[src/sv/rpap_pkg.sv]
// Package for the point rotation block: widths, CORDIC constants and tables.
// No dependencies.
package rpap_pkg;

    localparam int CordicStages = 18;
    localparam int FracBits     = 16;
    localparam int TrigFrac     = 28;

    localparam logic signed [31:0] GainQ28    = 32'sd163008219;
    localparam logic signed [63:0] DegToRad   = 64'sd18740330;
    localparam logic signed [26:0] FullTurn   = 27'sd23592960;
    localparam logic signed [26:0] QuarterTurn = 27'sd5898240;
    localparam logic signed [27:0] AngleWrap  = 28'sd23592960;

    typedef logic signed [31:0] t_coord;
    typedef logic signed [31:0] t_trig;

    function automatic logic signed [31:0] atan_q30(input logic [4:0] i);
        case (i)
            5'd0:  atan_q30 = 32'sd843314857;
            5'd1:  atan_q30 = 32'sd497837829;
            5'd2:  atan_q30 = 32'sd263043837;
            5'd3:  atan_q30 = 32'sd133525159;
            5'd4:  atan_q30 = 32'sd67021687;
            5'd5:  atan_q30 = 32'sd33543516;
            5'd6:  atan_q30 = 32'sd16775851;
            5'd7:  atan_q30 = 32'sd8388437;
            5'd8:  atan_q30 = 32'sd4194283;
            5'd9:  atan_q30 = 32'sd2097125;
            5'd10: atan_q30 = 32'sd1048570;
            5'd11: atan_q30 = 32'sd524287;
            5'd12: atan_q30 = 32'sd262143;
            5'd13: atan_q30 = 32'sd131071;
            5'd14: atan_q30 = 32'sd65535;
            5'd15: atan_q30 = 32'sd32767;
            5'd16: atan_q30 = 32'sd16383;
            5'd17: atan_q30 = 32'sd8191;
            5'd18: atan_q30 = 32'sd4095;
            5'd19: atan_q30 = 32'sd2047;
            5'd20: atan_q30 = 32'sd1023;
            5'd21: atan_q30 = 32'sd511;
            5'd22: atan_q30 = 32'sd255;
            5'd23: atan_q30 = 32'sd127;
            5'd24: atan_q30 = 32'sd63;
            5'd25: atan_q30 = 32'sd31;
            5'd26: atan_q30 = 32'sd15;
            5'd27: atan_q30 = 32'sd8;
            5'd28: atan_q30 = 32'sd4;
            5'd29: atan_q30 = 32'sd2;
            5'd30: atan_q30 = 32'sd1;
            default: atan_q30 = 32'sd0;
        endcase
    endfunction

    // Word carried along the pipeline next to the CORDIC state.
    typedef struct packed {
        t_coord             px;
        t_coord             py;
        logic signed [32:0] dx;
        logic signed [32:0] dy;
        logic signed [27:0] ang;
        logic [1:0]         quad;
    } t_side;

endpackage

[src/sv/rpap_cordic_stage.sv]
// One registered CORDIC rotation stage with its side word.
// Depends on rpap_pkg.
module rpap_cordic_stage import rpap_pkg::*; (
    input  logic               i_clk,
    input  logic               i_rst_n,
    input  logic               i_en,
    input  logic [4:0]         i_idx,
    input  logic               i_valid,
    input  t_trig              i_x,
    input  t_trig              i_y,
    input  logic signed [31:0] i_z,
    input  t_side              i_side,
    output logic               o_valid,
    output t_trig              o_x,
    output t_trig              o_y,
    output logic signed [31:0] o_z,
    output t_side              o_side
);
    logic               r_valid;
    t_trig              r_x, r_y, n_x, n_y;
    logic signed [31:0] r_z, n_z;
    t_side              r_side;

    always_comb begin
        if (!i_z[31]) begin
            n_x = i_x - (i_y >>> i_idx);
            n_y = i_y + (i_x >>> i_idx);
            n_z = i_z - atan_q30(i_idx);
        end else begin
            n_x = i_x + (i_y >>> i_idx);
            n_y = i_y - (i_x >>> i_idx);
            n_z = i_z + atan_q30(i_idx);
        end
    end

    always_ff @(posedge i_clk) begin
        if (!i_rst_n) begin
            r_valid <= 1'b0;
        end else if (i_en) begin
            r_valid <= i_valid;
        end
        if (i_en) begin
            r_x    <= n_x;
            r_y    <= n_y;
            r_z    <= n_z;
            r_side <= i_side;
        end
    end

    assign o_valid = r_valid;
    assign o_x     = r_x;
    assign o_y     = r_y;
    assign o_z     = r_z;
    assign o_side  = r_side;
endmodule

[config.mk]
export PLATFORM = sky130hd
export DESIGN_NAME = rpap_cordic_stage
export DESIGN_NICKNAME = d
export VERILOG_FILES = /design/src/sv/rpap_pkg.sv /design/src/sv/rpap_cordic_stage.sv
export SDC_FILE = /design/constraint.sdc
export NUM_CORES = 1
export LEC_CHECK = 0
export BUFFER_PORTS_ARGS = -buffer_cell sky130_fd_sc_hd__clkbuf_2
export CAP_MARGIN = 25
export CELL_PAD_IN_SITES_DETAIL_PLACEMENT = 1
export CELL_PAD_IN_SITES_GLOBAL_PLACEMENT = 2
export CORE_ASPECT_RATIO = 0.5
export CORE_MARGIN = 2
export CORE_UTILIZATION = 31
export CTS_CLUSTER_DIAMETER = 200
export CTS_CLUSTER_SIZE = 8
export DETAILED_ROUTE_END_ITERATION = 12
export PLACE_DENSITY = 0.88
export SETUP_SLACK_MARGIN = 0.3
export SYNTH_ARGS = -nofsm -noshare
export SYNTH_HDL_FRONTEND = slang
export SYNTH_SLANG_ARGS = --single-unit
[constraint.sdc]
create_clock -name i_clk -period 6.1 [get_ports i_clk]
set_input_delay 0.61 -clock i_clk [delete_from_list [all_inputs] [get_ports i_clk]]
set_output_delay 0.61 -clock i_clk [all_outputs]
set_load 0.01 [all_outputs]
[Word-level counts from Yosys, hierarchy flattened]
Memories as Yosys holds them, arrays and structs flattened.
Cells that the tools add are included.
Cells by class
  add/sub/neg operators: 6
  mux-type cells: 5
  shifts and indexed selects: 2
Operators by type and width (number)
  32-bit 2-to-1 mux: 5
  32-bit adder: 3
  32-bit subtractor: 3
  32-bit by 5-bit >>> shifter with 32-bit output: 2
Word-level totals
  register bits: 257
  output and inout bits: 257
  memories: 2
  ROM bits: 1920
Memories
  (name not given): depth 32, bits a word 30, rd ports 1, clocked after memory_dff 0, write ports 0, line rpap_pkg.sv:19  | case (i)
  (name not given): depth 32, bits a word 30, rd ports 1, clocked after memory_dff 0, write ports 0, line rpap_pkg.sv:19

[Longest topological paths before layout]
An unclocked memory read counts as a cell.
  word-level depth: 4
  gate-level depth with buffers: 28
  gate-level depth less buffers: 24

[Least setup slack after synthesis]
OpenSTA, ideal clock, no wires.
  kind: input-to-reg
  from: input i_idx[1]
  to: register r_z[31] (netlist: o_z[31]), data pin
  cell stages on the path: 24
  library setup time: 0.263 ns
  required time: 5.837 ns
  arrival time: 5.810 ns
  path slack: 0.027 ns
  buffers on the path: 5
  cell sequence: buf_2 -> inv_2 -> buf_2 -> buf_2 -> buf_1 -> ha_1 -> clkbuf_1 -> o221ai_1 -> a221oi_1 -> and3_1 -> nand3_1 -> o31a_1 -> xor2_1 -> ha_1 -> nand3_1 -> nor2_1 -> or4b_2 -> o211ai_1 -> a31oi_1 -> o21a_1 -> o21ai_0 -> a21oi_1 -> a311oi_1 -> xnor2_1
On the way
  longest elaborated chain between the ends: 4
RTL lines
  start, declared: line rpap_cordic_stage.sv:7  | input logic [4:0] i_idx,
  memory read 32 x 30 bit
  32-bit 2-to-1 mux: line rpap_cordic_stage.sv:25  | if (!i_z[31]) begin
  32-bit subtractor or 32-bit adder (tied branches): line rpap_cordic_stage.sv:28, rpap_cordic_stage.sv:32
  32-bit 2-to-1 mux (*): line rpap_cordic_stage.sv:25
  net n_z[31]: line rpap_cordic_stage.sv:21  | logic signed [31:0] r_z, n_z;
  end signal, assigned: line rpap_cordic_stage.sv:45  | r_z <= n_z;
  end, declared: line rpap_cordic_stage.sv:21
Mark *: on every way through the listed nets, which the timed path passes. The rest lies on a longest branch. The select of a mux whose other input is x is not followed.
A chain may end at the register's enable or synchronous reset.

[Final worst setup path]
  from: input i_idx[0]
  to: register r_x[31] (netlist: o_x[31]), data pin
On the way
  longest elaborated chain between the ends: 3
RTL lines
  32-bit by 5-bit >>> shifter with 32-bit output (*): line rpap_cordic_stage.sv:26, rpap_cordic_stage.sv:30
  32-bit subtractor or 32-bit adder (tied branches): line rpap_cordic_stage.sv:26, rpap_cordic_stage.sv:30
  32-bit 2-to-1 mux (*): line rpap_cordic_stage.sv:25
  net n_x[31]: line rpap_cordic_stage.sv:20  | t_trig r_x, r_y, n_x, n_y;
  end signal, assigned: line rpap_cordic_stage.sv:43  | r_x <= n_x;
  end, declared: line rpap_cordic_stage.sv:20
Mark *: on every way through the listed nets, which the timed path passes. The rest lies on a longest branch.

==> flow_metrics.py <==
metrics = {
    "yosys": {
        "netlist_area_mm2": 0.01960,
        "synth_mux_area_frac": 0.1497,
        "synth-async-reset-ratio": 0,
        "synth_nets": 2177,
        "seq_area_frac_synth": 0.3933,
        "ys_ff_latch": 257,
        "synthSimpleGateAreaFrac": 0.1109,
        "synth_edf_count": 256,
        "yosysTopAreaCell": "edfxtp_1",
        "ys_types": 90,
        "synth.area.top_cells": "edfxtp_1 39%, mux4_2 7.5%, ha_1 7.3%",
        "synth_ff_type": "edfxtp_1",
        "synth-xor-area-share": 0.07196,
        "synth_top_family_by_area": "compound AO/OA/AOI/OAI gates",
        "synth_cells": 1795,
        "synth_most_common_cell": "edfxtp_1",
        "ys_warn_count": 0,
        "syn_avg_cell_area_um2": 10.92,
        "synth_compound_area_frac": 0.1631,
        "synthAdderAreaFrac": 0.07586,
        "synth_top_area_frac": 0.3923,
        "synthTopCellsByCount": "256 x edfxtp_1, 143 x nor2_1, 142 x a21oi_1, 117 x nand2_1, 114 x ha_1",
    },
    "setup_path": {
        "crit_path_max_incr_delay_ns": 0.60,
        "rr_worst_depth": 2,
        "crit_fanout": 16,
        "r2r_start": "o_valid$_SDFFE_PN0P_",
        "end_kind": "flop",
        "required_ns": 6.43,
        "cp_slowest_cell": "or4_4",
        "cp-start-kind": "primary input",
        "cpMostUsedCell": "buf_12",
        "critPathKind": "in -> reg",
        "arrival_ns": 6.02,
        "startpoint": "i_idx[0]",
    },
    "sta": {
        "setup_viol": 0,
        "slew_violations": 0,
        "period_share": 0.9328,
        "relSlewSlack": 0.2605,
        "hold_viol_final": 0,
        "fin_setup_tns_ns": 0,
        "max_freq_ghz": 0.1758,
        "layout_setup_ws_ns": 0.4102,
        "worst_pin_slew_ns": 1.109,
        "min_period_ns": 5.690,
        "rsz0062_at_grt": "true",
        "fin_skew_ns": 0,
    },
    "cts": {
        "cts_buffers": 38,
        "clockRootBuffer": "clkbuf_16",
        "cts_sinks": 257,
        "clock_latency_ns": 0.54,
        "cts_hold_buf": 0,
        "clk_path_buf_depth": 3,
        "htreeDepth": 2,
        "path_clk_slew_ns": 0.06,
        "cts_tree": "done",
    },
    "route": {
        "antenna_left": 0,
        "drc": 0,
        "firstDrtPassIters": 5,
        "num_vias": 19360,
        "avgViaCountPerCell": 5.459,
        "wl_per_cell_um": 24.13,
        "drt_wl_total_um": 85590,
        "drt_iter0_drc": 1690,
    },
    "floorplan": {
        "top_level_ports": 522,
        "core_area_mm2": 0.06279,
        "fp.dieH_um": 181.8,
        "initial_core_util": 0.3121,
        "fp.dieArea_mm2": 0.06536,
        "die_w_um": 359.6,
        "rows": 65,
    },
    "pwr": {
        "cellLeakagePower_nw": 12.01,
        "p_per_area_mw_per_mm2": 266.8,
        "finalPower_mw": 7.309,
        "peakVddDrop_uv": 167.1,
    },
    "placement": {
        "port_buffers": 521,
        "preCtsSetupSlack_ns": -0.5580,
        "place.gp.congestion": 0.9794,
        "hpwl_um": 68580,
    },
    "worst_hold_path": {
        "worstHoldStart": "i_side[76]",
        "holdPathStages": 1,
        "hold_path_class": "in -> reg",
    },
    "grt": {
        "antenna_found_initial": 5,
        "grt_pass1_vias": 19800,
        "grt_use_total": 0.2490,
        "grt_pass1_wl_um": 125000,
        "grt-ovfl-total": 0,
        "grt_max_degree": 138,
    },
    "cells_and_area": {
        "layout-drive-gt1-share": 0.4261,
        "nets": 3078,
        "fillers": 7166,
        "area_growth_pct": 39.81,
    },
    "flow_run": {
        "max_cap_violations": 0,
    },
    "run_status": {
        "status": "complete, no violations",
    },
}
[power by group]
part / switching, mW / internal, mW
clock network: 0.826 / 1.13
registers: 0.0993 / 2.31
logic: 1.61 / 1.34
[layout by cell type (no fill, tap or decap), drive strengths merged, types with 6 or more instances in the layout]
cell type,count
mux2,37
nand2,118
or3,9
nor2,145
a21boi,8
nand2b,25
edfxtp,256
a32oi,6
buf,433
o221ai,11
inv,47
a31oi,25
nor2b,22
a211oi,14
clkbuf,565
o31ai,12
a2111oi,6
a22oi,13
nor3,19
o21a,17
ha,114
o21ai,99
xor2,63
mux2i,58
a21o,28
a41oi,7
a221oi,10
nand3,31
xnor2,98
and2,15
or2,13
nand4,13
o21bai,11
mux4,83
o22ai,20
and3,13
o211ai,19
a21oi,142
[layout make-up]
type / instances / area, µm² / share of cell area
Timing Repair Buffer: 952 / 6075 / 0.2217
Inverter: 48 / 183.9 / 0.006714
Clock buffer: 46 / 980.9 / 0.03581
Multi-Input combinational cell: 1399 / 11320 / 0.4132
Tap cell: 837 / 1047 / 0.03823
Sequential cell: 257 / 7707 / 0.2813
Antenna cell: 4 / 10.01 / 0.0003654
Clock inverter: 4 / 71.32 / 0.002603
[flip-flops by register name (all words and copies together), names as in the netlist]
name / cells
o_x: 32
o_valid: 1
o_z: 32
o_y: 32
o_side: 160
[per-layer routing]
metal | routed length (µm) | part of all wire | global-route usage
met4 | 2525 | 0.030 | 0.07630
met3 | 5442 | 0.064 | 0.03671
met2 | 41380 | 0.48 | 0.4212
met5 | 12 | 0.00014 | 0
met1 | 36220 | 0.42 | 0.3302
[worst max-delay path, delay by kind of cell]
kind / cells / cell delay [ns]
adder cells (fa/ha/maj): 1 / 0.32
multiplexers: 2 / 0.79
AO/OA/AOI/OAI: 8 / 1.32
AND/OR/NAND/NOR: 8 / 1.90
buffers and inverters: 5 / 0.68
XOR/XNOR: 2 / 0.40
[worst paths after layout]
kind                                to  slack, ns
setup / recovery     o_x[31]$_DFFE_PP_       0.41
hold / removal    o_side[76]$_DFFE_PP_       0.21
setup reg to reg  o_valid$_SDFFE_PN0P_       5.49
hold reg to reg   o_valid$_SDFFE_PN0P_       0.54
[cells by family after synthesis]
kind of cell,count (synthesis)
buffers and inverters,139
adder cells (fa/ha/maj),117
AO/OA/AOI/OAI,494
multiplexers,178
flip-flops,257
XOR/XNOR,161
AND/OR/NAND/NOR,449
[timing repair]
action | in CTS | in global routing
cloned | 0 | 1
endpoints found under the setup margin | 8 | 22
gates resized for setup | 7 | 39
buffers inserted | 0 | 11
pin swaps | 0 | 10
[metrics by stage]
stage | hold WS [ns] | instance area (µm²) | util | cells
floorplan | 0.5383 | 19600 | - | 1795
global placement | 0.5031 | 26030 | 0.4146 | 3481
detailed placement | 0.5388 | 26030 | 0.4146 | 3481
CTS | 0.1766 | 27110 | 0.4318 | 3531
global route | 0.2035 | 27400 | 0.4363 | 3547
finish | 0.2091 | 27400 | 0.4363 | 3547
Power figures use the tool's default switching activity.
