## src/sv/rpap_pkg.sv

```systemverilog
// Package for the point rotation block: widths, CORDIC constants and tables.
// No dependencies.
package rpap_pkg;

    localparam int CordicStages = 18;
    localparam int FracBits     = 16;
    localparam int TrigFrac     = 28;

    localparam logic signed [31:0] GainQ28    = 32'sd163008219;
    localparam logic signed [63:0] DegToRad   = 64'sd18740330;
    localparam logic signed [26:0] FullTurn   = 27'sd23592960;
    localparam logic signed [26:0] QuarterTurn = 27'sd5898240;
    localparam logic signed [27:0] AngleWrap  = 28'sd23592960;

    typedef logic signed [31:0] t_coord;
    typedef logic signed [31:0] t_trig;

    function automatic logic signed [31:0] atan_q30(input logic [4:0] i);
        case (i)
            5'd0:  atan_q30 = 32'sd843314857;
            5'd1:  atan_q30 = 32'sd497837829;
            5'd2:  atan_q30 = 32'sd263043837;
            5'd3:  atan_q30 = 32'sd133525159;
            5'd4:  atan_q30 = 32'sd67021687;
            5'd5:  atan_q30 = 32'sd33543516;
            5'd6:  atan_q30 = 32'sd16775851;
            5'd7:  atan_q30 = 32'sd8388437;
            5'd8:  atan_q30 = 32'sd4194283;
            5'd9:  atan_q30 = 32'sd2097125;
            5'd10: atan_q30 = 32'sd1048570;
            5'd11: atan_q30 = 32'sd524287;
            5'd12: atan_q30 = 32'sd262143;
            5'd13: atan_q30 = 32'sd131071;
            5'd14: atan_q30 = 32'sd65535;
            5'd15: atan_q30 = 32'sd32767;
            5'd16: atan_q30 = 32'sd16383;
            5'd17: atan_q30 = 32'sd8191;
            5'd18: atan_q30 = 32'sd4095;
            5'd19: atan_q30 = 32'sd2047;
            5'd20: atan_q30 = 32'sd1023;
            5'd21: atan_q30 = 32'sd511;
            5'd22: atan_q30 = 32'sd255;
            5'd23: atan_q30 = 32'sd127;
            5'd24: atan_q30 = 32'sd63;
            5'd25: atan_q30 = 32'sd31;
            5'd26: atan_q30 = 32'sd15;
            5'd27: atan_q30 = 32'sd8;
            5'd28: atan_q30 = 32'sd4;
            5'd29: atan_q30 = 32'sd2;
            5'd30: atan_q30 = 32'sd1;
            default: atan_q30 = 32'sd0;
        endcase
    endfunction

    // Word carried along the pipeline next to the CORDIC state.
    typedef struct packed {
        t_coord             px;
        t_coord             py;
        logic signed [32:0] dx;
        logic signed [32:0] dy;
        logic signed [27:0] ang;
        logic [1:0]         quad;
    } t_side;

endpackage

```

## src/sv/rpap_front.sv

```systemverilog
// Front stages: angle reduction to a quadrant, radian conversion, deltas, heading.
// Depends on rpap_pkg.
module rpap_front import rpap_pkg::*; (
    input  logic               i_clk,
    input  logic               i_rst_n,
    input  logic               i_en,
    input  logic               i_valid,
    input  t_coord             i_pivot_x,
    input  t_coord             i_pivot_y,
    input  t_coord             i_point_x,
    input  t_coord             i_point_y,
    input  logic signed [26:0] i_current_angle,
    input  logic signed [25:0] i_rotation,
    output logic               o_valid,
    output logic signed [31:0] o_z,
    output t_side              o_side
);
    // Stage A: theta = -rotation folded once into [0, 360) (exact for |rotation| <= 360), plus deltas and heading.
    logic               r_va;
    logic signed [26:0] r_t;
    t_side              r_sa;
    logic signed [26:0] n_t, neg;
    logic signed [27:0] n_ang;

    always_comb begin
        neg = -27'(i_rotation);
        if (neg < 0) n_t = neg + FullTurn;
        else if (neg >= FullTurn) n_t = neg - FullTurn;
        else n_t = neg;
        n_ang = 28'(i_current_angle);
        if (n_ang > AngleWrap) n_ang = n_ang - AngleWrap;
        n_ang = n_ang + 28'(i_rotation);
    end

    // Stage B: quadrant split and residual in Q30 radians.
    logic               r_vb;
    logic signed [31:0] r_z;
    t_side              r_sb;
    t_side              n_sb;
    logic [1:0]         n_q;
    logic signed [26:0] n_r;
    logic signed [63:0] prod;

    always_comb begin
        if (r_t >= 3 * QuarterTurn) begin
            n_q = 2'd3; n_r = 27'(r_t - 3 * QuarterTurn);
        end else if (r_t >= 2 * QuarterTurn) begin
            n_q = 2'd2; n_r = 27'(r_t - 2 * QuarterTurn);
        end else if (r_t >= QuarterTurn) begin
            n_q = 2'd1; n_r = r_t - QuarterTurn;
        end else begin
            n_q = 2'd0; n_r = r_t;
        end
        prod = 64'(n_r) * DegToRad + (64'sd1 <<< (FracBits - 1));
        n_sb      = r_sa;
        n_sb.quad = n_q;
    end

    always_ff @(posedge i_clk) begin
        if (!i_rst_n) begin
            r_va <= 1'b0;
            r_vb <= 1'b0;
        end else if (i_en) begin
            r_va <= i_valid;
            r_vb <= r_va;
        end
        if (i_en) begin
            r_t       <= n_t;
            r_sa.px   <= i_pivot_x;
            r_sa.py   <= i_pivot_y;
            r_sa.dx   <= 33'(i_point_x) - 33'(i_pivot_x);
            r_sa.dy   <= 33'(i_point_y) - 33'(i_pivot_y);
            r_sa.ang  <= n_ang;
            r_sa.quad <= 2'd0;
            r_z       <= 32'(prod >>> FracBits);
            r_sb      <= n_sb;
        end
    end

    assign o_valid = r_vb;
    assign o_z     = r_z;
    assign o_side  = r_sb;
endmodule

```

## config.mk

```make
export PLATFORM = sky130hd
export DESIGN_NAME = rpap_front
export DESIGN_NICKNAME = d
export VERILOG_FILES = /design/src/sv/rpap_pkg.sv /design/src/sv/rpap_front.sv
export SDC_FILE = /design/constraint.sdc
export NUM_CORES = 1
export LEC_CHECK = 0
export BUFFER_PORTS_ARGS = -buffer_cell sky130_fd_sc_hd__buf_2
export CAP_MARGIN = 20
export CORE_UTILIZATION = 55
export DETAILED_ROUTE_END_ITERATION = 8
export PLACE_DENSITY = 0.83
export SYNTH_ARGS = -nofsm -noshare
export SYNTH_HDL_FRONTEND = slang
export SYNTH_SLANG_ARGS = --single-unit
```

## constraint.sdc

```tcl
create_clock -name i_clk -period 23 [get_ports i_clk]
set_clock_uncertainty 0.05 [all_clocks]
set_input_delay 4.6 -clock i_clk [delete_from_list [all_inputs] [get_ports i_clk]]
set_output_delay 4.6 -clock i_clk [all_outputs]
set_load 0.005 [all_outputs]
```

Word level (Yosys, flattened, before mapping)

Cells that the tools add are included.

Equality and inequality tests: 0
Magnitude comparators: 6
Reduce and logical (&&, ||, !) cells: 1
Multiply operators: 1
$add $sub $neg: 11
Divide/modulo/power cells: 0
Bitwise operators: 0
Muxes and demuxes: 8
Shift-type cells: 0

Operators with widths:

| cell                                                                 | number |
|---|---|
| two-way mux 27 bit                                                   | 5 |
| subtractor 32 x 32 -> 33 bit                                         | 2 |
| greater-or-equal comparator 27 x 26 -> 1 bit (second input constant) | 2 |
| subtractor 27 x 26 -> 27 bit (second input constant)                 | 2 |
| adder 48 x 17 -> 48 bit (second input constant)                      | 1 |
| multiplier 27 x 25 -> 47 bit (second input constant)                 | 1 |
| adder 28 x 26 -> 28 bit                                              | 1 |
| two-way mux 28 bit                                                   | 1 |
| subtractor 27 x 26 -> 28 bit (second input constant)                 | 1 |
| adder 27 x 26 -> 27 bit (second input constant)                      | 1 |
| greater-or-equal comparator 27 x 24 -> 1 bit (second input constant) | 1 |
| greater-or-equal comparator 27 x 25 -> 1 bit (second input constant) | 1 |
| greater-than comparator 27 x 26 -> 1 bit (second input constant)     | 1 |
| less-than comparator 27 x 1 -> 1 bit (second input constant)         | 1 |
| negator 26 -> 27 bit                                                 | 1 |
| subtractor 27 x 24 -> 27 bit (second input constant)                 | 1 |
| subtractor 27 x 25 -> 27 bit (second input constant)                 | 1 |
| two-way mux 1 bit                                                    | 2 |
| OR reduction 2 bit                                                   | 1 |

Bits of input ports: 185
Bits in registers: 379
Word-level logic and storage cells: 43
Memory bits (writable): 0
Memories kept: 0
Bits in latches: 0
Output and inout bits: 193
Memory bits (read-only): 0

Longest topological paths before layout

Gate-level depths: netlist of the first run.

Depth after elaboration: 6
Depth in mapped cells: 40
Gate-level depth less buffers: 38

Worst setup path before layout of the first run

No wires, ideal clock.

Kind: reg2reg
From: register r_t[4]
To: register r_z[30] (netlist: o_z[30]) (data pin)
Cell stages (with the launch flop): 36
Arrival time: 9711 ps
Slack: 12982 ps
Buffers on the path: 1
Data required time: 22692 ps
Period minus slack after synthesis: 10018 ps
Cells stage by stage: edfxtp_1 -> inv_1 -> ha_1 -> nand4_1 -> nor4_1 -> a2111oi_0 -> or2_2 -> clkbuf_1 -> nand2b_1 -> o22ai_1 -> mux2_2 -> xor2_1 -> inv_1 -> fa_1 -> fa_1 -> inv_1 -> fa_1 -> fa_1 -> fa_1 -> fa_1 -> inv_1 -> fa_1 -> inv_1 -> ha_1 -> a21o_1 -> a21o_1 -> a21o_1 -> and2_1 -> or2_2 -> a311oi_1 -> xnor2_1 -> o41ai_1 -> or4_1 -> a2111oi_0 -> nor2_1 -> xnor2_1

Word-level cells in the longest chain between the ends: 6

Ends and longest elaborated chain:

| element                                                                                      | RTL line                           | RTL |
|---|---|---|
| start, declared                                                                              | rpap_front.sv:20                   | `logic signed [26:0] r_t;` |
| start signal, assigned                                                                       | rpap_front.sv:68                   | `r_t <= n_t;` |
| subtractor 27 x 24 -> 27 bit or greater-or-equal comparator 27 x 24 -> 1 bit (tied branches) | rpap_front.sv:50, rpap_front.sv:49 |  |
| two-way mux 27 bit                                                                           | rpap_front.sv:49                   | `end else if (r_t >= QuarterTurn) begin` |
| two-way mux 27 bit                                                                           | rpap_front.sv:47                   | `end else if (r_t >= 2 * QuarterTurn) begin` |
| two-way mux 27 bit *                                                                         | rpap_front.sv:45                   | `if (r_t >= 3 * QuarterTurn) begin` |
| multiplier 27 x 25 -> 47 bit *                                                               | rpap_front.sv:54                   | `prod = 64'(n_r) * DegToRad + (64'sd1 <<< (FracBits - 1));` |
| adder 48 x 17 -> 48 bit *                                                                    | rpap_front.sv:54                   |  |
| via prod[46]                                                                                 | rpap_front.sv:42                   | `logic signed [63:0] prod;` |
| end signal, assigned                                                                         | rpap_front.sv:75                   | `r_z <= 32'(prod >>> FracBits);` |
| end, declared                                                                                | rpap_front.sv:37                   | `logic signed [31:0] r_z;` |

The timed path passes the listed nets; every way through them passes the cells marked *.
A chain may end at the register's enable or synchronous reset.

Worst setup path in the final report of the first run

From: register r_t[7]
To: register r_z[30] (netlist: o_z[30]) (data pin)

Same word-level chain as after synthesis.

==> results of run 1 <==
[metal layers]
metal  part of all wire  up-vias  GRT usage
met5            0.00060        -          0
met4              0.032        8     0.0842
met3              0.075      144     0.0686
met2               0.51      661      0.470
met1               0.38    10514      0.304
li1                   -    10163          -
[through the flow]
stage               hold slack, ns  cells
floorplan                    0.350   2821
global placement             0.350   3943
detailed placement           0.355   3943
CTS                          0.367   4016
global route                 0.367   4018
finish                       0.363   4020
[cells in the final DEF, fill, tap and decap left out, drive strengths merged, types with 27 or more instances in the layout]
cell type,count
a21o,46
a21oi,114
buf,388
clkbuf,46
edfxtp,377
fa,302
ha,357
inv,691
nand2,111
nand3,34
nor2,121
nor2b,27
nor3,47
o21ai,72
xnor2,136
xor2,56
[logic make-up after synthesis]
kind of cell,share of synthesized area
AOI/OAI and AO/OA,0.0824
xor gates and xnor gates,0.0536
adders and majority gates,0.335
buffers and inverters,0.0853
DFF,0.362
muxes,0.00371
and+or+nand+nor,0.0774
[state kept, by name, summed over array words and instances, names as in the netlist]
register and flops:
o_side 160, r_t 27, o_z 32, n_sb 158
r_va 1, o_valid 1
[worst paths after layout]
kind	end	slack, ns	cells after the start	start
worst max-delay path	o_z[30]	11.44	35	r_t[7]
worst max register to register	o_z[30]	11.44	35	r_t[7]
worst min register to register	o_side[42]	0.36	0	n_sb[42]
worst min-delay path	o_side[42]	0.36	0	n_sb[42]
[cell type report]
cell class              instances  area share
flip-flops and latches        379       0.320
inverters                     690      0.0730
diodes                          4    0.000282
clock buffers                  46      0.0288
multi-input cells            1730       0.488
well taps                     756      0.0267
repair buffers                388      0.0558
clock inverters                27     0.00733
==> results.yml, run 1 <==
run_status:
  outcome: "finished clean"
layout:
  layout-drive-gt1-share: 0.149
  layout_area_overhead_pct: 13.2
  postLayoutCoreUtil: 0.629
  multi_input_gate_area_um2: 17300
  final.fill_count: 4353
  register_area_um2: 11400
  design.final.nets: 4073
  final_area_um2: 35500
route:
  ant_nets: 0
  dr.first_iter.drc_count: 1402
  vias: 21490
  drt-vias-per-instance: 5.35
  drc_errors: 0
  routed_wl_mm: 73.9
  first_pass_iters: 5
  routedWlPerCell_um: 18.4
setup_path:
  critPathMaxStageDelay_ns: 0.67
  cpMaxStageDelayCell: "sky130_fd_sc_hd__nor4_1"
  buffers_inverters_on_critical_path: 5
  endpoint_kind: "flip-flop"
  critPathRequiredTime_ns: 23.25
  worst-endpoint-arrival_ns: 11.80
  critPathMaxFanout: 10
  setup.worst_path.start_class: "flip-flop"
  critical_path.top_delay_family: "adder cells"
  timing_worst_setup_path_type: "reg2reg"
die:
  die_area_um2: 58000
  io_pins: 378
  placeableCoreArea_um2: 56400
  floorplan.initialDensity: 0.556
  placement_rows: 87
  die_h_um: 241
  die_w_um: 241
hold_path:
  worstHoldPathType: "reg2reg"
logic_synthesis:
  synth.avg_cell_area_um2: 11.1
  yosysWarnings: 0
  synth_edf_count: 377
  synth.ff_latch_count: 379
  synthDominantAreaCellType: "sky130_fd_sc_hd__edfxtp_1"
  async_reset_ff_frac: 0
  yosys-top-cells-area: "sky130_fd_sc_hd__edfxtp_1 36%, sky130_fd_sc_hd__fa_1 19%, sky130_fd_sc_hd__ha_1 14%, sky130_fd_sc_hd__inv_1 8.2%, sky130_fd_sc_hd__xnor2_1 3.8%"
  postSynth.topFlopCell: "sky130_fd_sc_hd__edfxtp_1"
  cell_variety_after_synth: 83
  yosys.cell_count.top_type: "sky130_fd_sc_hd__inv_1"
  yosysTopAreaCellShare: 0.361
  syn_inst: 2821
  synth.yosys.seq_area_share: 0.362
  netlist_area_um2: 31400
  yosys-top-cells-count: "688 x sky130_fd_sc_hd__inv_1, 377 x sky130_fd_sc_hd__edfxtp_1, 357 x sky130_fd_sc_hd__ha_1"
  synth_nets: 3665
sta:
  finalWorstPathRequiredPeriod_ns: 11.56
  worst-slew-pin-transition_ns: 0.904
  hold_violations: 0
  grt_setup_unrepaired: "no"
  maxSlewHeadroom: 0.398
  fin_setup_tns_ns: 0
  clock.fmax_ghz: 0.0865
  postLayoutSetupSlackWorst_ns: 11.44
  setup_violations: 0
  drv_slew: 0
  post-route-period-util: 0.503
placed_design:
  io_buffers: 377
  placedInstanceArea_um2: 34200
  dp_worst_setup_slack_ns: 11.56
  dp.final_hpwl_mm: 59.8
  place_congestion: 0.992
flow_run:
  timing.max_cap.violations: 0
global_routing:
  grt_pass1_wl_mm: 117
  antenna_found_initial: 8
  grt_start_max_net_pins: 119
  overflow: 0
  grt_usage: 0.262
  vias_in_the_first_global_route: 22265
clocking:
  post_cts_resized: 0
  max-clock-path-buffers: 3
  insertion_delay_ns: 0.56
  tritoncts_num_sinks: 379
  count_of_hold_fix_buffers_inserted_at_cts: 0
  numCtsBuffers: 40
  clock_tree.root_cell: "sky130_fd_sc_hd__clkbuf_16"
  htree_levels: 2
  clkTransAtPathRegs_ns: 0.06
  clock_tree_from_tritoncts: "done"
  cts.repair_timing.setup_buffer_count: 0
Power of run 1 is not shown: default switching activity piles up to over one toggle a cycle in this logic, so the estimate is an artifact.
==> run 2, diff against run 1 <==
- PLACE_DENSITY: 0.83 -> 0.86
- clock period: 23 -> 9.42 ns (I/O delays scaled with it)
==> run 2 against run 1 <==
  * Register-to-register slack worse by 11 ns
  * Clock-buffer cell count unchanged
  * Final cell count up 4.5%
  * Flip-flop and latch count unchanged
  * Die area unchanged
  * Hold slack better by 0.00067 ns
  * Sequential share of layout area down 2.0 points
  * Non-clock buffer count up 180
  * Core utilization up 4.1 points
  * Via count up 7.2%
  * Routed wire length up 8.5%
==> results.yml, run 2 (synthesized netlist as in run 1, its figures left out) <==
route:
  vias: 23035
  routedWlPerCell_um: 19.1
  wl_met1_mm: 28.7
  ant_nets: 0
  highest_layer: "met4"
  drt-vias-per-instance: 5.48
  met2WireLength_mm: 40.0
  routed_wl_mm: 80.1
  route.met3.wl_mm: 6.91
  dr.first_iter.drc_count: 1589
  drc_errors: 0
  first_pass_iters: 6
sta:
  worst-slew-pin-transition_ns: 0.887
  setup_violations: 0
  grt_setup_unrepaired: "yes"
  clock.fmax_ghz: 0.107
  post-route-period-util: 0.994
  drv_slew: 0
  finalWorstPathRequiredPeriod_ns: 9.36
  fin_setup_tns_ns: 0
  postLayoutSetupSlackWorst_ns: 0.0589
  hold_violations: 0
  maxSlewHeadroom: 0.409
die:
  floorplan.initialDensity: 0.556
  placeableCoreArea_um2: 56400
  die_h_um: 241
  die_w_um: 241
  io_pins: 378
  placement_rows: 87
  die_area_um2: 58000
setup_path:
  critPathMaxStageDelay_ns: 0.61
  setup.worst_path.start_class: "flip-flop"
  critPathRequiredTime_ns: 9.69
  timing_worst_setup_path_type: "reg2reg"
  critPathMaxFanout: 7
  endpoint_kind: "flip-flop"
  worst-endpoint-arrival_ns: 9.63
  cpMaxStageDelayCell: "sky130_fd_sc_hd__or4_4"
run_status:
  outcome: "finished clean"
layout:
  largest_register_ffs: 160
  multi_input_gate_area_um2: 18100
  design.final.nets: 4254
  final.fill_count: 3954
  layout_area_overhead_pct: 20.6
  layout-drive-gt1-share: 0.233
  most_common_library_cell_in_the_layout_ignoring_fill_and_taps: "sky130_fd_sc_hd__inv_1"
  layout_common_cells: "658 x sky130_fd_sc_hd__inv_1, 377 x sky130_fd_sc_hd__edfxtp_1, 376 x sky130_fd_sc_hd__buf_2"
  postLayoutCoreUtil: 0.671
  layoutNonFillerInstCount: 4201
  register_area_um2: 11400
global_routing:
  grt_start_max_net_pins: 127
  overflow: 0
  vias_in_the_first_global_route: 23884
  grt_pass1_wl_mm: 123
  antenna_found_initial: 3
  grt_usage: 0.276
clocking:
  insertion_delay_ns: 0.58
  clock_tree.root_cell: "sky130_fd_sc_hd__clkbuf_16"
  tritoncts_num_sinks: 379
  count_of_hold_fix_buffers_inserted_at_cts: 0
  max-clock-path-buffers: 3
  htree_levels: 2
  clock_tree_from_tritoncts: "done"
  numCtsBuffers: 41
  clkTransAtPathRegs_ns: 0.06
placed_design:
  dp_worst_setup_slack_ns: -0.190
  post-place-cells: 4069
  dp.final_hpwl_mm: 62.0
  place_congestion: 0.963
  io_buffers: 377
hold_path:
  worstHoldPathType: "reg2reg"
flow_run:
  timing.max_cap.violations: 0
[run 2: final timing paths]
path,from,to,slack [ns],depth (start not counted)
setup / recovery,r_t[10],o_z[30],0.06,37
hold / removal,n_sb[19],o_side[19],0.36,0
setup reg to reg,r_t[10],o_z[30],0.06,37
hold reg to reg,n_sb[19],o_side[19],0.36,0
[run 2: through the flow]
stage	hold WS, ns	area (um^2)
finish	0.363	37800
global route	0.367	37800
CTS	0.364	36800
detailed placement	0.355	35300
global placement	0.350	35300
floorplan	0.350	31500
[run 2: metal layers]
layer  vias to the layer above  track usage
met2                      1030        0.487
met3                       299       0.0715
met5                         -            0
met1                     11165        0.311
met4                         0        0.132
li1                      10541            -
[run 2: final cells by class]
type / instances / share of cell area
Clock buffer: 46 / 0.0276
Sequential cell: 379 / 0.300
Antenna cell: 3 / 0.000198
Multi-Input combinational cell: 1730 / 0.480
Clock inverter: 29 / 0.00804
Tap cell: 756 / 0.0250
Inverter: 690 / 0.0686
Timing Repair Buffer: 568 / 0.0905
[run 2: repair_timing]
| action | 4_1_cts | 5_1_grt |
|---|---|---|
| setup endpoints to repair | 4 | 12 |
| pin swaps | 12 | 104 |
| hold endpoints to repair | 0 | 0 |
| buffers inserted | 10 | 44 |
| resized for setup | 18 | 136 |
[run 2: critical path, delay by kind of cell, from the launching register on]
kind / cells / cell delay [ns]
simple gates: 9 / 2.13
flops: 1 / 0.41
compound gates: 8 / 1.47
mux: 1 / 0.30
fa+ha+maj: 9 / 3.69
xor+xnor: 3 / 0.41
buf+inv: 7 / 0.63
Power of run 2 is left out for the same reason.
==> run 3, diff against run 2 <==
- GPL_TIMING_DRIVEN: not set -> 0
==> run 3 against run 2 <==
  * The flow now finishes with violations (negative setup slack)
  * Routed wire length decreased by 2.8%
  * Core utilization decreased by 0.10 points
  * Register-to-register slack got worse by 0.11 ns
  * Flip-flop and latch count unchanged
==> results.yml, run 3 (synthesized netlist as in run 1, its figures left out) <==
run_status:
  outcome: "finished, violations left"
  violations: "negative setup slack"
sta:
  worst-slew-pin-transition_ns: 0.928
  maxSlewHeadroom: 0.373
  postLayoutSetupSlackWorst_ns: -0.0532
  drv_slew: 0
  hold_violations: 0
  grt_setup_unrepaired: "yes"
  clock.fmax_ghz: 0.106
  finalWorstPathRequiredPeriod_ns: 9.47
  setup_violations: 1
  post-route-period-util: 1.01
layout:
  design.final.nets: 4191
  largest_register_ffs: 160
  layout_common_cells: "656 x sky130_fd_sc_hd__inv_1, 378 x sky130_fd_sc_hd__buf_2, 377 x sky130_fd_sc_hd__edfxtp_1"
  most_common_library_cell_in_the_layout_ignoring_fill_and_taps: "sky130_fd_sc_hd__inv_1"
  layout-drive-gt1-share: 0.223
  layout_area_overhead_pct: 20.4
setup_path:
  worst-endpoint-arrival_ns: 9.74
  critPathMaxFanout: 7
  endpoint_kind: "flip-flop"
  cpMaxStageDelayCell: "sky130_fd_sc_hd__fa_1"
  critPathMaxStageDelay_ns: 0.58
  setup.worst_path.start_class: "flip-flop"
  timing_worst_setup_path_type: "reg2reg"
  cpMostUsedCell: "sky130_fd_sc_hd__fa_1"
  critPathRequiredTime_ns: 9.69
clocking:
  numCtsBuffers: 42
  tritoncts_num_sinks: 379
  htree_levels: 2
  clock_tree_from_tritoncts: "done"
  insertion_delay_ns: 0.58
  count_of_hold_fix_buffers_inserted_at_cts: 0
  clock_tree.root_cell: "sky130_fd_sc_hd__clkbuf_16"
  max-clock-path-buffers: 3
  clkTransAtPathRegs_ns: 0.07
die:
  placement_rows: 87
  placeableCoreArea_um2: 56400
  io_pins: 378
  die_w_um: 241
  die_h_um: 241
  floorplan.initialDensity: 0.556
  die_area_um2: 58000
global_routing:
  antenna_found_initial: 6
  overflow: 0
  grt_usage: 0.266
  vias_in_the_first_global_route: 23184
  grt_start_max_net_pins: 133
  grt_pass1_wl_mm: 119
route:
  ant_nets: 0
  dr.first_iter.drc_count: 1683
  vias: 22360
  routedWlPerCell_um: 18.8
  drc_errors: 0
  routed_wl_mm: 77.9
  first_pass_iters: 5
  drt-vias-per-instance: 5.40
flow_run:
  timing.max_cap.violations: 0
placed_design:
  io_buffers: 377
  dp_worst_setup_slack_ns: -1.87
  dp.final_hpwl_mm: 58.0
  place_congestion: 0.945
hold_path:
  worstHoldPathType: "reg2reg"
## run 3: cell types whose count changed in the layout (fill, tap and decap cells not counted), moves of 4 or more
cell and change:
sky130_fd_sc_hd__a21oi_4 +4, sky130_fd_sc_hd__buf_4 -79, sky130_fd_sc_hd__clkbuf_1 +12, sky130_fd_sc_hd__clkinv_2 -5
sky130_fd_sc_hd__fa_1 -5, sky130_fd_sc_hd__fa_2 +5, sky130_fd_sc_hd__ha_1 -9, sky130_fd_sc_hd__ha_4 +7
sky130_fd_sc_hd__xnor2_1 -5
## run 3: per-stage QoR
| stage | hold WS [ns] | cells | setup TNS (ns) | utilization | area (um^2) |
|---|---|---|---|---|---|
| after floorplan | 0.350 | 2821 | 0 | - | 31500 |
| after global placement | 0.350 | 3954 | -18.90 | 0.609 | 34300 |
| after detailed placement | 0.355 | 3957 | -20.11 | 0.610 | 34400 |
| after CTS | 0.358 | 4093 | 0 | 0.654 | 36900 |
| after global routing | 0.365 | 4140 | -0.890 | 0.670 | 37800 |
| final | 0.361 | 4140 | -0.0532 | 0.670 | 37800 |
## run 3: what timing repair did
action                                  in CTS  in global routing
pin swaps                                   53                106
endpoints found under the setup margin      21                 13
resized for setup                          118                114
setup buffers                               65                 44
## run 3: path summary, 6_finish.rpt
check | start | to | slack, ns | cells past startpoint
worst min register to register | n_sb[4] | o_side[4] | 0.36 | 0
worst min-delay path | n_sb[4] | o_side[4] | 0.36 | 0
worst max register to register | r_t[17] | o_z[30] | -0.05 | 38
worst max-delay path | r_t[17] | o_z[30] | -0.05 | 38
## run 3: cell type report
type	instances	area (um^2)
repair buffers	489	2840
plain buffers	15	103
well taps	756	946
clock inverters	26	350
fillers	4012	18600
flip-flops and latches	379	11400
diodes	3	7.51
inverters	690	2620
multi-input cells	1730	18400
clock buffers	52	1090
## run 3: critical path: cells and delay by family, from the launching register on
kind / cells / cell delay, ns
compound gates: 12 / 2.46
xor+xnor: 2 / 0.24
fa+ha+maj: 8 / 3.46
buf+inv: 9 / 0.89
flops: 1 / 0.42
mux: 1 / 0.30
simple gates: 6 / 1.41
## run 3: routing by layer
| metal | share of wire | track usage | up-vias |
|---|---|---|---|
| met3 | 0.087 | 0.0701 | 224 |
| met2 | 0.51 | 0.475 | 919 |
| met4 | 0.045 | 0.109 | 4 |
| met5 | 0.00030 | 0 | - |
| li1 | - | - | 10427 |
| met1 | 0.36 | 0.302 | 10786 |
Power of run 3 is left out for the same reason.
